## src/rtl/hbad_pkg.sv

```systemverilog
// hbad_pkg: shared types, address map constants and codes for the bus address decoder
// no dependencies; imported by every module of the decoder
`default_nettype none

package hbad_pkg;

    // field widths
    localparam int ADDR_W   = 24;
    localparam int OFFS_W   = 22;
    localparam int LEN_W    = 23;
    localparam int DATA_W   = 8;
    localparam int TIMERS   = 4;
    localparam int APB_AW   = 4;
    localparam int APB_DW   = 32;

    // address map
    localparam logic [ADDR_W-1:0] RAM_LAST      = 24'h00BFFF;
    localparam logic [3:0]        MB_LOW        = 4'h0;
    localparam logic [3:0]        MB_LOROM_A    = 4'h2;
    localparam logic [3:0]        MB_LOROM_B    = 4'h3;
    localparam logic [3:0]        MB_HIROM_A    = 4'h8;
    localparam logic [3:0]        MB_HIROM_B    = 4'h9;
    localparam logic [3:0]        MB_BIOS       = 4'hF;
    localparam logic [ADDR_W-1:0] FLASH_CMD_A   = 24'h202AAA;
    localparam logic [ADDR_W-1:0] FLASH_CMD_B   = 24'h205555;
    localparam logic [ADDR_W-1:0] STATUS_A      = 24'h220000;
    localparam logic [ADDR_W-1:0] STATUS_B      = 24'h230000;
    localparam logic [ADDR_W-1:0] BLOCK_MASK    = 24'hFFFF00;
    localparam logic [LEN_W-1:0]  LOROM_SIZE    = 23'h200000;

    // i/o addresses
    localparam logic [ADDR_W-1:0] IO_TIMER_RUN  = 24'h000020;
    localparam logic [ADDR_W-1:0] IO_NOISE      = 24'h0000A0;
    localparam logic [ADDR_W-1:0] IO_TONE       = 24'h0000A1;
    localparam logic [ADDR_W-1:0] IO_DAC        = 24'h0000A2;
    localparam logic [ADDR_W-1:0] IO_NMI        = 24'h0000BA;

    // access kinds
    localparam logic MODE_READ  = 1'b0;
    localparam logic MODE_WRITE = 1'b1;

    typedef enum logic [2:0] {
        RG_RAM    = 3'd0,
        RG_BIOS   = 3'd1,
        RG_ROM    = 3'd2,
        RG_STATUS = 3'd3,
        RG_NONE   = 3'd4
    } t_region;

    typedef enum logic [1:0] {
        REG_ROM_PRESENT  = 2'd0,
        REG_ROM_LENGTH   = 2'd1,
        REG_FLASH_UNLOCK = 2'd2
    } t_reg_index;

    typedef struct packed {
        logic              mode;
        logic [ADDR_W-1:0] address;
        logic [DATA_W-1:0] write_data;
        logic              sound_direct;
    } t_bus_req;

    typedef struct packed {
        t_region           region;
        logic [OFFS_W-1:0] offset;
        logic              flash_error;
        logic              flash_block_write;
        logic [ADDR_W-1:0] flash_block_addr;
        logic              tone_strobe;
        logic              noise_strobe;
        logic              dac_strobe;
        logic [TIMERS-1:0] timer_clear;
        logic              nmi_strobe;
    } t_bus_rsp;

    typedef struct packed {
        logic             rom_present;
        logic [LEN_W-1:0] rom_length;
        logic             flash_unlock;
    } t_cfg;

    typedef struct packed {
        logic flash_command_pending;
        logic status_read_pending;
        logic flash_error_flag;
    } t_flags;

endpackage

`default_nettype wire

```

## src/rtl/hbad_apb_regs.sv

```systemverilog
// hbad_apb_regs: apb configuration registers (rom present, rom length, flash unlock)
// depends on hbad_pkg
`default_nettype none

module hbad_apb_regs
    import hbad_pkg::*;
(
    input  wire logic              i_clk,
    input  wire logic              i_rst_n,
    input  wire logic              psel,
    input  wire logic              penable,
    input  wire logic              pwrite,
    input  wire logic [APB_AW-1:0] paddr,
    input  wire logic [APB_DW-1:0] pwdata,
    output      logic [APB_DW-1:0] prdata,
    output      logic              pready,
    output      t_cfg              o_cfg
);

    t_cfg       r_cfg;
    t_cfg       n_cfg;
    t_reg_index w_index;
    logic       w_write;

    assign pready  = 1'b1;
    assign w_index = t_reg_index'(paddr[APB_AW-1:2]);
    assign w_write = psel && penable && pwrite;

    // register write decode
    always_comb begin
        n_cfg = r_cfg;
        if (w_write) begin
            unique case (w_index)
                REG_ROM_PRESENT:  n_cfg.rom_present  = pwdata[0];
                REG_ROM_LENGTH:   n_cfg.rom_length   = pwdata[LEN_W-1:0];
                REG_FLASH_UNLOCK: n_cfg.flash_unlock = pwdata[0];
                default:          n_cfg = r_cfg;
            endcase
        end
    end

    always_ff @(posedge i_clk) begin
        if (!i_rst_n) begin
            r_cfg <= '0;
        end else begin
            r_cfg <= n_cfg;
        end
    end

    // read back
    always_comb begin
        prdata = '0;
        unique case (w_index)
            REG_ROM_PRESENT:  prdata[0]         = r_cfg.rom_present;
            REG_ROM_LENGTH:   prdata[LEN_W-1:0] = r_cfg.rom_length;
            REG_FLASH_UNLOCK: prdata[0]         = r_cfg.flash_unlock;
            default:          prdata = '0;
        endcase
    end

    assign o_cfg = r_cfg;

endmodule

`default_nettype wire

```

## src/rtl/hbad_decode.sv

```systemverilog
// hbad_decode: address decode of one registered access and the three sticky flags
// depends on hbad_pkg
`default_nettype none

module hbad_decode
    import hbad_pkg::*;
(
    input  wire logic     i_clk,
    input  wire logic     i_rst_n,
    input  wire logic     i_advance,
    input  wire t_bus_req i_req,
    input  wire t_cfg     i_cfg,
    output      t_bus_rsp o_rsp
);

    t_flags            r_flags;
    t_flags            n_flags;
    t_bus_rsp          w_rsp;
    logic [3:0]        w_mb;
    logic              w_lo_mb;
    logic              w_hi_mb;
    logic              w_lo_fit;
    logic              w_hi_fit;
    logic              w_status_addr;
    logic              w_cmd_addr;
    logic [OFFS_W-1:0] w_lo_off;
    logic [OFFS_W-1:0] w_hi_off;

    // address classification
    assign w_mb          = i_req.address[ADDR_W-1:ADDR_W-4];
    assign w_lo_mb       = (w_mb == MB_LOROM_A) || (w_mb == MB_LOROM_B);
    assign w_hi_mb       = (w_mb == MB_HIROM_A) || (w_mb == MB_HIROM_B);
    assign w_status_addr = (i_req.address == STATUS_A) || (i_req.address == STATUS_B);
    assign w_cmd_addr    = (i_req.address == FLASH_CMD_A) || (i_req.address == FLASH_CMD_B);
    assign w_lo_off      = {1'b0, i_req.address[20:0]};
    assign w_hi_off      = {1'b1, i_req.address[20:0]};

    // length limits: low rom up to base+length, high rom only past 2 MiB
    assign w_lo_fit = {1'b0, w_lo_off} <= i_cfg.rom_length;
    assign w_hi_fit = (i_cfg.rom_length > LOROM_SIZE) && ({1'b0, w_hi_off} <= i_cfg.rom_length);

    // decode and flag update
    always_comb begin
        logic lo;
        logic hi;
        lo      = i_cfg.rom_present && w_lo_mb;
        hi      = i_cfg.rom_present && w_hi_mb;
        n_flags = r_flags;
        w_rsp   = '0;
        w_rsp.region = RG_NONE;
        if (i_req.mode == MODE_READ) begin
            priority if (w_mb == MB_LOW) begin
                if (i_req.address <= RAM_LAST) begin
                    w_rsp.region = RG_RAM;
                    w_rsp.offset = i_req.address[OFFS_W-1:0];
                end
            end else if (w_mb == MB_BIOS) begin
                w_rsp.region = RG_BIOS;
                w_rsp.offset = {6'b0, i_req.address[15:0]};
            end else if (w_lo_mb) begin
                w_rsp.region = RG_ROM;
                w_rsp.offset = w_lo_off;
                // pending status read is consumed by the next rom read in megabyte MB_LOROM_A
                if ((w_mb == MB_LOROM_A) && r_flags.status_read_pending) begin
                    n_flags.status_read_pending = 1'b0;
                    if (w_status_addr) begin
                        w_rsp.region = RG_STATUS;
                        w_rsp.offset = '0;
                    end
                end
            end else if (w_hi_mb) begin
                w_rsp.region = RG_ROM;
                w_rsp.offset = w_hi_off;
            end else if (i_cfg.flash_unlock) begin
                n_flags.flash_error_flag = 1'b1;
            end else begin
                // unmapped read while locked: no target
                w_rsp.region = RG_NONE;
            end
        end else begin
            priority if (i_req.address <= RAM_LAST) begin
                w_rsp.region = RG_RAM;
                w_rsp.offset = i_req.address[OFFS_W-1:0];
            end else if (i_cfg.flash_unlock) begin
                priority if (lo) begin
                    if (w_lo_fit) begin
                        w_rsp.region = RG_ROM;
                        w_rsp.offset = w_lo_off;
                    end
                end else if (hi) begin
                    if (w_hi_fit) begin
                        w_rsp.region = RG_ROM;
                        w_rsp.offset = w_hi_off;
                    end
                end else begin
                    n_flags.flash_error_flag = 1'b1;
                end
            end else if (lo) begin
                priority if (w_cmd_addr) begin
                    n_flags.flash_command_pending = 1'b1;
                end else if (w_status_addr) begin
                    n_flags.status_read_pending = 1'b1;
                end else if (r_flags.flash_command_pending) begin
                    // locked rom write after a command: block write-back
                    w_rsp.flash_block_write       = 1'b1;
                    w_rsp.flash_block_addr        = i_req.address & BLOCK_MASK;
                    n_flags.flash_command_pending = 1'b0;
                    if (w_lo_fit) begin
                        w_rsp.region = RG_ROM;
                        w_rsp.offset = w_lo_off;
                    end
                end else begin
                    // plain locked rom write: ignored
                    w_rsp.region = RG_NONE;
                end
            end else begin
                // locked write outside ram and low rom: no target
                w_rsp.region = RG_NONE;
            end
            // i/o strobes
            w_rsp.tone_strobe  = i_req.sound_direct && (i_req.address == IO_TONE);
            w_rsp.noise_strobe = i_req.sound_direct && (i_req.address == IO_NOISE);
            w_rsp.dac_strobe   = (i_req.address == IO_DAC);
            w_rsp.nmi_strobe   = (i_req.address == IO_NMI);
            if (i_req.address == IO_TIMER_RUN) begin
                w_rsp.timer_clear = ~i_req.write_data[TIMERS-1:0];
            end
        end
        w_rsp.flash_error = n_flags.flash_error_flag;
    end

    // flags move only when the transaction goes on to the result register
    always_ff @(posedge i_clk) begin
        if (!i_rst_n) begin
            r_flags <= '0;
        end else if (i_advance) begin
            r_flags <= n_flags;
        end
    end

    assign o_rsp = w_rsp;

endmodule

`default_nettype wire

```

## src/rtl/handheld_bus_address_decoder_top.sv

```systemverilog
// handheld_bus_address_decoder_top: input register, decode stage and result register
// depends on hbad_pkg, hbad_apb_regs, hbad_decode
//
//   channel | direction | handshake               | payload
//   in      | input     | i_in_valid / o_in_ready | i_in_data  (t_bus_req)
//   out     | output    | o_out_valid/ i_out_ready| o_out_data (t_bus_rsp)
//   cfg     | input     | psel, penable, pready   | paddr, pwdata, prdata
//
// one transaction per cycle sustained while i_out_ready is high; results pass the
// input register and the result register; the decode between them sets the cycle time
// synchronous active-low reset clears valids, flags and configuration
// a stalled result holds; the input register keeps taking a transaction whenever
// the result register is free or being emptied in the same cycle
`default_nettype none

module handheld_bus_address_decoder_top
    import hbad_pkg::*;
(
    input  wire logic              i_clk,
    input  wire logic              i_rst_n,
    input  wire logic              i_in_valid,
    output      logic              o_in_ready,
    input  wire t_bus_req          i_in_data,
    output      logic              o_out_valid,
    input  wire logic              i_out_ready,
    output      t_bus_rsp          o_out_data,
    input  wire logic              psel,
    input  wire logic              penable,
    input  wire logic              pwrite,
    input  wire logic [APB_AW-1:0] paddr,
    input  wire logic [APB_DW-1:0] pwdata,
    output      logic [APB_DW-1:0] prdata,
    output      logic              pready
);

    logic     r_req_valid;
    t_bus_req r_req;
    logic     r_rsp_valid;
    t_bus_rsp r_rsp;
    logic     w_advance;
    t_cfg     w_cfg;
    t_bus_rsp w_rsp;

    hbad_apb_regs u_regs (
        .i_clk   (i_clk),
        .i_rst_n (i_rst_n),
        .psel    (psel),
        .penable (penable),
        .pwrite  (pwrite),
        .paddr   (paddr),
        .pwdata  (pwdata),
        .prdata  (prdata),
        .pready  (pready),
        .o_cfg   (w_cfg)
    );

    hbad_decode u_decode (
        .i_clk     (i_clk),
        .i_rst_n   (i_rst_n),
        .i_advance (w_advance),
        .i_req     (r_req),
        .i_cfg     (w_cfg),
        .o_rsp     (w_rsp)
    );

    // pipeline flow control
    assign w_advance  = r_req_valid && (!r_rsp_valid || i_out_ready);
    assign o_in_ready = !r_req_valid || w_advance;

    // input register
    always_ff @(posedge i_clk) begin
        if (!i_rst_n) begin
            r_req_valid <= 1'b0;
        end else if (o_in_ready) begin
            r_req_valid <= i_in_valid;
        end
    end

    always_ff @(posedge i_clk) begin
        if (o_in_ready && i_in_valid) begin
            r_req <= i_in_data;
        end
    end

    // result register
    always_ff @(posedge i_clk) begin
        if (!i_rst_n) begin
            r_rsp_valid <= 1'b0;
        end else if (w_advance) begin
            r_rsp_valid <= 1'b1;
        end else if (i_out_ready) begin
            r_rsp_valid <= 1'b0;
        end
    end

    always_ff @(posedge i_clk) begin
        if (w_advance) begin
            r_rsp <= w_rsp;
        end
    end

    assign o_out_valid = r_rsp_valid;
    assign o_out_data  = r_rsp;

endmodule

`default_nettype wire

```

## config.mk

```make
export PLATFORM = sky130hd
export DESIGN_NAME = handheld_bus_address_decoder_top
export DESIGN_NICKNAME = d
export VERILOG_FILES = /design/src/rtl/hbad_pkg.sv /design/src/rtl/hbad_apb_regs.sv /design/src/rtl/hbad_decode.sv /design/src/rtl/handheld_bus_address_decoder_top.sv
export SDC_FILE = /design/constraint.sdc
export NUM_CORES = 1
export LEC_CHECK = 0
export BUFFER_PORTS_ARGS = -buffer_cell sky130_fd_sc_hd__buf_2
export CAP_MARGIN = 10
export CELL_PAD_IN_SITES_DETAIL_PLACEMENT = 0
export CELL_PAD_IN_SITES_GLOBAL_PLACEMENT = 2
export CORE_UTILIZATION = 29
export DETAILED_ROUTE_END_ITERATION = 10
export PLACE_DENSITY = 0.83
export SETUP_SLACK_MARGIN = 0.4
export SYNTH_ARGS = -nofsm -noshare
export SYNTH_HDL_FRONTEND = slang
export SYNTH_SLANG_ARGS = --single-unit
```

## constraint.sdc

```tcl
create_clock -name i_clk -period 3.3 [get_ports i_clk]
set_input_delay 0.165 -clock i_clk [delete_from_list [all_inputs] [get_ports i_clk]]
set_output_delay 0.165 -clock i_clk [all_outputs]
set_load 0.02 [all_outputs]
```

==> impl_metrics.py, run 1 <==
metrics = {
    "drt": {
        "wl_per_cell_um": 16.3,
        "ant_nets": 0,
        "via_count": 4167,
        "drcViolationCount": 11,
        "viasPerCell": 4.67,
        "drt-initial-drc-count": 247,
        "dr.pass1.iters": 8,
        "drt-total-wl_um": 14500,
    },
    "sta": {
        "period_minus_slack_ps": 2730,
        "relSlewSlack_pct": 32.9,
        "worst_pin_slew_ps": 1000,
        "grt_setup_unrepaired": "no",
        "finalSetupTns_ps": 0,
        "skew_ps": 6.43,
        "drv_slew": 0,
        "finalHoldViolCount": 0,
        "setup_viol": 0,
        "fin_crit_sh_pct": 82.8,
        "fmaxAchievable_ghz": 0.366,
    },
    "clocking": {
        "clock_sinks": 111,
        "cts.path.max_buffers": 2,
        "numCtsBuffers": 9,
        "h-tree-depth": 3,
        "cts_tree": "built",
        "clock_latency_ps": 350,
        "cts_root_buf": "clkbuf_16",
        "clk_pin_slew_worst_paths_ps": 70,
    },
    "global_routing": {
        "grt_pass1_wl_um": 22800,
        "grt.total_usage_pct": 15.4,
        "antenna_found_initial": 0,
        "overflow": 0,
        "grt_pass1_vias": 4170,
        "grt_max_degree": 39,
    },
    "placement": {
        "port_buffers": 137,
        "hpwl_um": 10600,
        "place_congestion": 0.781,
        "placed_area_sq_um": 6300,
        "placed_cells": 843,
    },
    "cells_and_area": {
        "layout_common_cells": "buf_2 (137), edfxtp_1 (81), nand2_1 (62)",
        "seq_area_sq_um": 3030,
        "layout_commonest_cell": "buf_2",
        "drive_gt1_share_pct": 27.8,
        "n_fill_cell": 1814,
        "fin_nets": 756,
        "design_area_sq_um": 6940,
        "antenna_cells": 0,
        "finalNonFillerCells": 892,
        "multi_input_area_sq_um": 2160,
        "area_delta_synth_final_pct": 27.3,
    },
    "pwr": {
        "p_per_area_nw_per_um2": 436,
        "vdd_drop_max_v": 0.000207,
        "cellLeakagePower_uw": 0.00262,
    },
    "worst_setup_path": {
        "r2r-start": "r_req[29]",
        "r2r_slack_ps": 570,
        "worstPathRequired_ps": 3400,
        "crit_path_end_kind": "flip-flop",
        "rr_endpoint": "o_out_data[58]",
        "crit_arrival_ps": 2840,
        "path_class": "reg -> reg",
        "crit_fanout": 10,
        "critPathLaunchType": "flip-flop",
        "rr_worst_depth": 7,
    },
    "synthesis": {
        "yosys_warnings": 0,
        "synth_flop_cell": "edfxtp_1",
        "synthMuxAreaShare_pct": 0.735,
        "synthSimpleGateAreaFrac_pct": 18.5,
        "synth_top_area_share_pct": 44.7,
        "postSynthCellCount": 492,
        "yosys.area.top_type": "edfxtp_1",
        "syn_avg_cell_area_sq_um": 11.1,
        "synth_xor_xnor_area_share_pct": 0.161,
        "synth_top_family_by_area": "simple AND/OR/NAND/NOR gates",
        "synth_cell_types": 56,
        "synth_compound_area_share_pct": 13.9,
        "synth_fa_ha_area_share_pct": 4.82,
        "synth_seq_cells": 111,
        "synth.area.top_cells": "edfxtp_1 (45%), dfxtp_1 (11%), ha_1 (4.8%)",
        "synth_edf_count": 81,
        "async_flop_share_pct": 0,
        "netlist_area_sq_um": 5450,
        "ys_seq_area_share_pct": 55.7,
    },
    "worst_hold_path": {
        "hold_path_depth": 3,
        "hp-class": "in -> reg",
        "min-delay-start": "pwdata[22]",
        "holdPathEnd": "u_regs.o_cfg[23]",
    },
    "run_status": {
        "status": "finished with violations",
        "violations": "DRC",
    },
    "die": {
        "die_w_um": 139,
        "start_util_pct": 29.9,
        "die_h_um": 139,
        "pin_count": 171,
        "die-area_sq_um": 19300,
        "num_rows": 49,
        "core_area_sq_um": 18200,
    },
    "flow_run": {
        "drv_cap": 0,
    },
}
-- report_power, final --
part | switching [uW] | internal [uW]
combinational | 185 | 125
clock | 504 | 593
sequential | 55.7 | 1560
total | 745 | 2280
-- routing by layer --
layer	track usage (%)	share of wire, %	vias up
li1	-	-	2059
met2	24.4	45	146
met3	3.07	6.1	17
met5	0	0	-
met1	20.9	47	1945
met4	5.61	1.6	0
-- cell usage after synthesis, types with 3 or more instances --
| master | n |
|---|---|
| a21boi_0 | 23 |
| a21boi_1 | 5 |
| a21oi_1 | 21 |
| a21oi_2 | 10 |
| and2_1 | 37 |
| buf_2 | 5 |
| buf_4 | 19 |
| clkbuf_1 | 11 |
| dfxtp_1 | 30 |
| edfxtp_1 | 81 |
| ha_1 | 21 |
| inv_1 | 27 |
| mux2i_1 | 4 |
| nand2_1 | 62 |
| nand2b_1 | 4 |
| nand3_1 | 10 |
| nand4_1 | 11 |
| nor2_1 | 15 |
| nor2b_1 | 7 |
| nor3_1 | 13 |
| nor3b_1 | 5 |
| nor4_1 | 6 |
| nor4bb_1 | 3 |
| o21a_1 | 3 |
| o21ai_0 | 22 |
-- per-stage QoR --
stage / hold WS (ps) / power, uW / util (%) / setup WS (ps)
2_1_floorplan: 264 / 1820 / - / 624
3_3_place_gp: 344 / 1920 / 34.6 / 567
3_5_place_dp: 344 / 1930 / 34.6 / 511
4_1_cts: 43.3 / 3060 / 37.9 / 464
5_1_grt: 53.1 / 3150 / 38.1 / 428
6_report: 56.5 / 3020 / 38.1 / 567
-- worst max-delay path, cell delays in order (launching register included) --
cell      delay (ps)
edfxtp_1         590
ha_1             390
nand3_1          130
nor3_1            70
a221o_1          330
o31ai_2          420
o21ai_4          200
a211o_1          330
-- cells by family after synthesis --
family	Yosys count
simple gates	185
flops	111
compound gates	104
buf+inv	64
fa+ha+maj	21
mux	4
other cells	2
xor+xnor	1
-- area by class of cell --
type,count,area share (%)
clock inverter,6,1.01
inverter,27,1.46
tap,229,4.13
multi-input combinational,335,31.2
timing repair buffer,174,15.2
sequential,111,43.7
clock buffer,10,3.30
-- flip-flops by register name, indices dropped and copies added (netlist names) --
name and cells:
r_req 30, u_decode.r_flags 3, o_out_valid 1, u_regs.o_cfg 25, o_out_data 51, r_req_valid 1
-- worst max-delay path by stage --
stage                     slack (ps)             endpoint        start  depth (start not counted)
final                            570       o_out_data[58]    r_req[29]                          7
after global routing             430       o_out_data[58]    r_req[29]                          7
after CTS                        460       o_out_data[58]    r_req[29]                          7
after detailed placement         510       o_out_data[58]    r_req[29]                          7
after global placement           570       o_out_data[58]    r_req[29]                          7
after floorplan                  620  u_decode.r_flags[2]  o_out_valid                          6
-- what timing repair did --
action                                 4_1_cts  5_1_grt
hold buffers                                30        0
endpoints found under the hold margin       30        0
setup endpoints to repair                    0       17
resized for setup                            0        1
setup buffers                                0        3
Power figures use the tool's default switching activity.
==> run 2, diff against run 1 <==
==> constraint.sdc (replaced) <==
create_clock -name i_clk -period 2.4 [get_ports i_clk]
set_input_delay 0.12 -clock i_clk [delete_from_list [all_inputs] [get_ports i_clk]]
set_output_delay 0.12 -clock i_clk [all_outputs]
set_load 0.02 [all_outputs]
==> run 2 against run 1 <==
Net effect:
- clock power up 40%
- the flow finishes with violations (DRC, setup timing)
- critical path type unchanged
- wire length up 3.2%
- worst setup slack worse by 580 ps
- sequential power up 36%
- global-route usage up 0.46 points
- highest routed layer unchanged
- utilization up 3.9 points
==> impl_metrics.py, run 2 (same netlist as run 1, synthesis figures left out) <==
metrics = {
    "run_status": {
        "status": "finished with violations",
        "violations": "DRC, setup timing",
    },
    "pwr": {
        "switching_power_uw": 1030,
        "clkPwrFrac_pct": 35.9,
        "seqPwrFrac_pct": 51.2,
        "cellLeakagePower_uw": 0.00300,
        "p_int_uw": 3240,
        "vdd_drop_max_v": 0.000311,
        "fin_total_pwr_uw": 4270,
        "combPwrFrac_pct": 12.9,
        "switching_share_pct": 24.1,
        "p_per_area_nw_per_um2": 559,
    },
    "worst_hold_path": {
        "hp-class": "in -> reg",
        "min-delay-start": "pwdata[7]",
        "hold_path_depth": 3,
        "holdPathEnd": "u_regs.o_cfg[8]",
    },
    "sta": {
        "whs_ps": 11.0,
        "setup_viol": 1,
        "grt_setup_unrepaired": "yes",
        "relSlewSlack_pct": 62.9,
        "period_minus_slack_ps": 2410,
        "fin_crit_sh_pct": 100,
        "skew_ps": 7.90,
        "worst_pin_slew_ps": 551,
        "drv_slew": 0,
        "fin_ws_ps": -9.32,
        "finalHoldViolCount": 0,
        "fmaxAchievable_ghz": 0.415,
    },
    "flow_run": {
        "drv_cap": 0,
    },
    "worst_setup_path": {
        "r2r_slack_ps": -9,
        "critPathLaunchType": "flip-flop",
        "crit_path_end_kind": "flip-flop",
        "r2r-start": "r_req[26]",
        "rr_worst_depth": 8,
        "path_class": "reg -> reg",
        "rr_endpoint": "o_out_data[58]",
        "crit_fanout": 17,
        "worstPathRequired_ps": 2500,
        "crit_arrival_ps": 2510,
    },
    "global_routing": {
        "grt_pass1_vias": 4498,
        "grt_pass1_wl_um": 23700,
        "overflow": 0,
        "grt_max_degree": 45,
        "antenna_found_initial": 0,
        "grt.total_usage_pct": 15.9,
    },
    "clocking": {
        "clock_latency_ps": 350,
        "clk_pin_slew_worst_paths_ps": 70,
        "cts_tree": "built",
        "h-tree-depth": 3,
        "cts.path.max_buffers": 2,
        "numCtsBuffers": 9,
        "clock_sinks": 111,
        "cts_root_buf": "clkbuf_16",
    },
    "drt": {
        "drcViolationCount": 10,
        "via_count": 4394,
        "dr.pass1.iters": 11,
        "wl_per_cell_um": 15.8,
        "viasPerCell": 4.62,
        "drt-total-wl_um": 15000,
        "drt-initial-drc-count": 190,
        "ant_nets": 0,
    },
    "die": {
        "num_rows": 49,
        "pin_count": 171,
        "start_util_pct": 29.9,
        "core_area_sq_um": 18200,
        "die_h_um": 139,
        "die-area_sq_um": 19300,
        "die_w_um": 139,
    },
    "cells_and_area": {
        "layout_common_cells": "buf_2 (137), edfxtp_1 (81), nand2_1 (62)",
        "antenna_cells": 0,
        "drive_gt1_share_pct": 37.0,
        "largest_reg_flops": 51,
        "fin_nets": 815,
        "area_delta_synth_final_pct": 40.5,
        "layout_commonest_cell": "buf_2",
    },
    "placement": {
        "place_congestion": 0.810,
        "port_buffers": 137,
        "hpwl_um": 11300,
    },
}
run 2: area by class of cell:
class / instances / area, sq um
Clock buffer: 11 / 253
Inverter: 27 / 101
Fill cell: 1745 / 10600
Timing Repair Buffer: 233 / 1540
Tap cell: 229 / 287
Multi-Input combinational cell: 335 / 2380
Clock inverter: 5 / 56.3
Sequential cell: 111 / 3030
run 2: critical path: stages (launching register included):
cell and delay [ps]:
edfxtp_1 480, ha_1 330, nand3_2 120, nor3_1 70, a221o_1 360, o31ai_4 260
o21ai_4 100, buf_12 160, a211o_1 270
run 2: stage by stage:
step	setup WS [ps]	setup TNS, ps	instances	util (%)	instance area, sq um
2_1_floorplan	187	0	510	-	5600
3_3_place_gp	-22.8	-118	898	37.6	6840
3_5_place_dp	-49.0	-227	898	37.6	6840
4_1_cts	21.3	0	949	41.5	7550
5_1_grt	-62.4	-351	951	42.0	7650
6_report	-9.32	-9.32	951	42.0	7650
run 2: worst max path at each step:
stage	startpoint	end	slack, ps	cells past startpoint
final	r_req[26]	o_out_data[58]	-9	8
after global routing	r_req[25]	o_out_data[52]	-60	9
after CTS	r_req[25]	o_out_data[52]	20	9
after detailed placement	r_req[27]	o_out_data[52]	-50	7
after global placement	r_req[28]	o_out_data[58]	-20	8
after floorplan	r_req[23]	o_out_data[58]	190	7
run 2: metal layers:
| layer | global-route usage, % | vias up | part of all wire (%) |
|---|---|---|---|
| met5 | 0 | - | 0 |
| met4 | 7.31 | 0 | 2.6 |
| met3 | 2.80 | 24 | 4.3 |
| met2 | 25.5 | 130 | 46 |
| met1 | 20.9 | 2066 | 47 |
| li1 | - | 2174 | - |
run 2: power groups by stage:
stage               Combinational, uW  Clock [uW]  Sequential, uW
floorplan                         233           0            2280
global placement                  481           0            2230
detailed placement                490           0            2230
CTS                               544        1580            2190
global route                      599        1650            2200
finish                            551        1540            2190
run 2: timing repair:
action | CTS | global route
hold buffers | 30 | 0
pin swaps | 6 | 12
endpoints found under the hold margin | 30 | 0
endpoints found under the setup margin | 49 | 50
gates cloned | 0 | 0
setup buffers | 5 | 2
gates resized for setup | 11 | 17
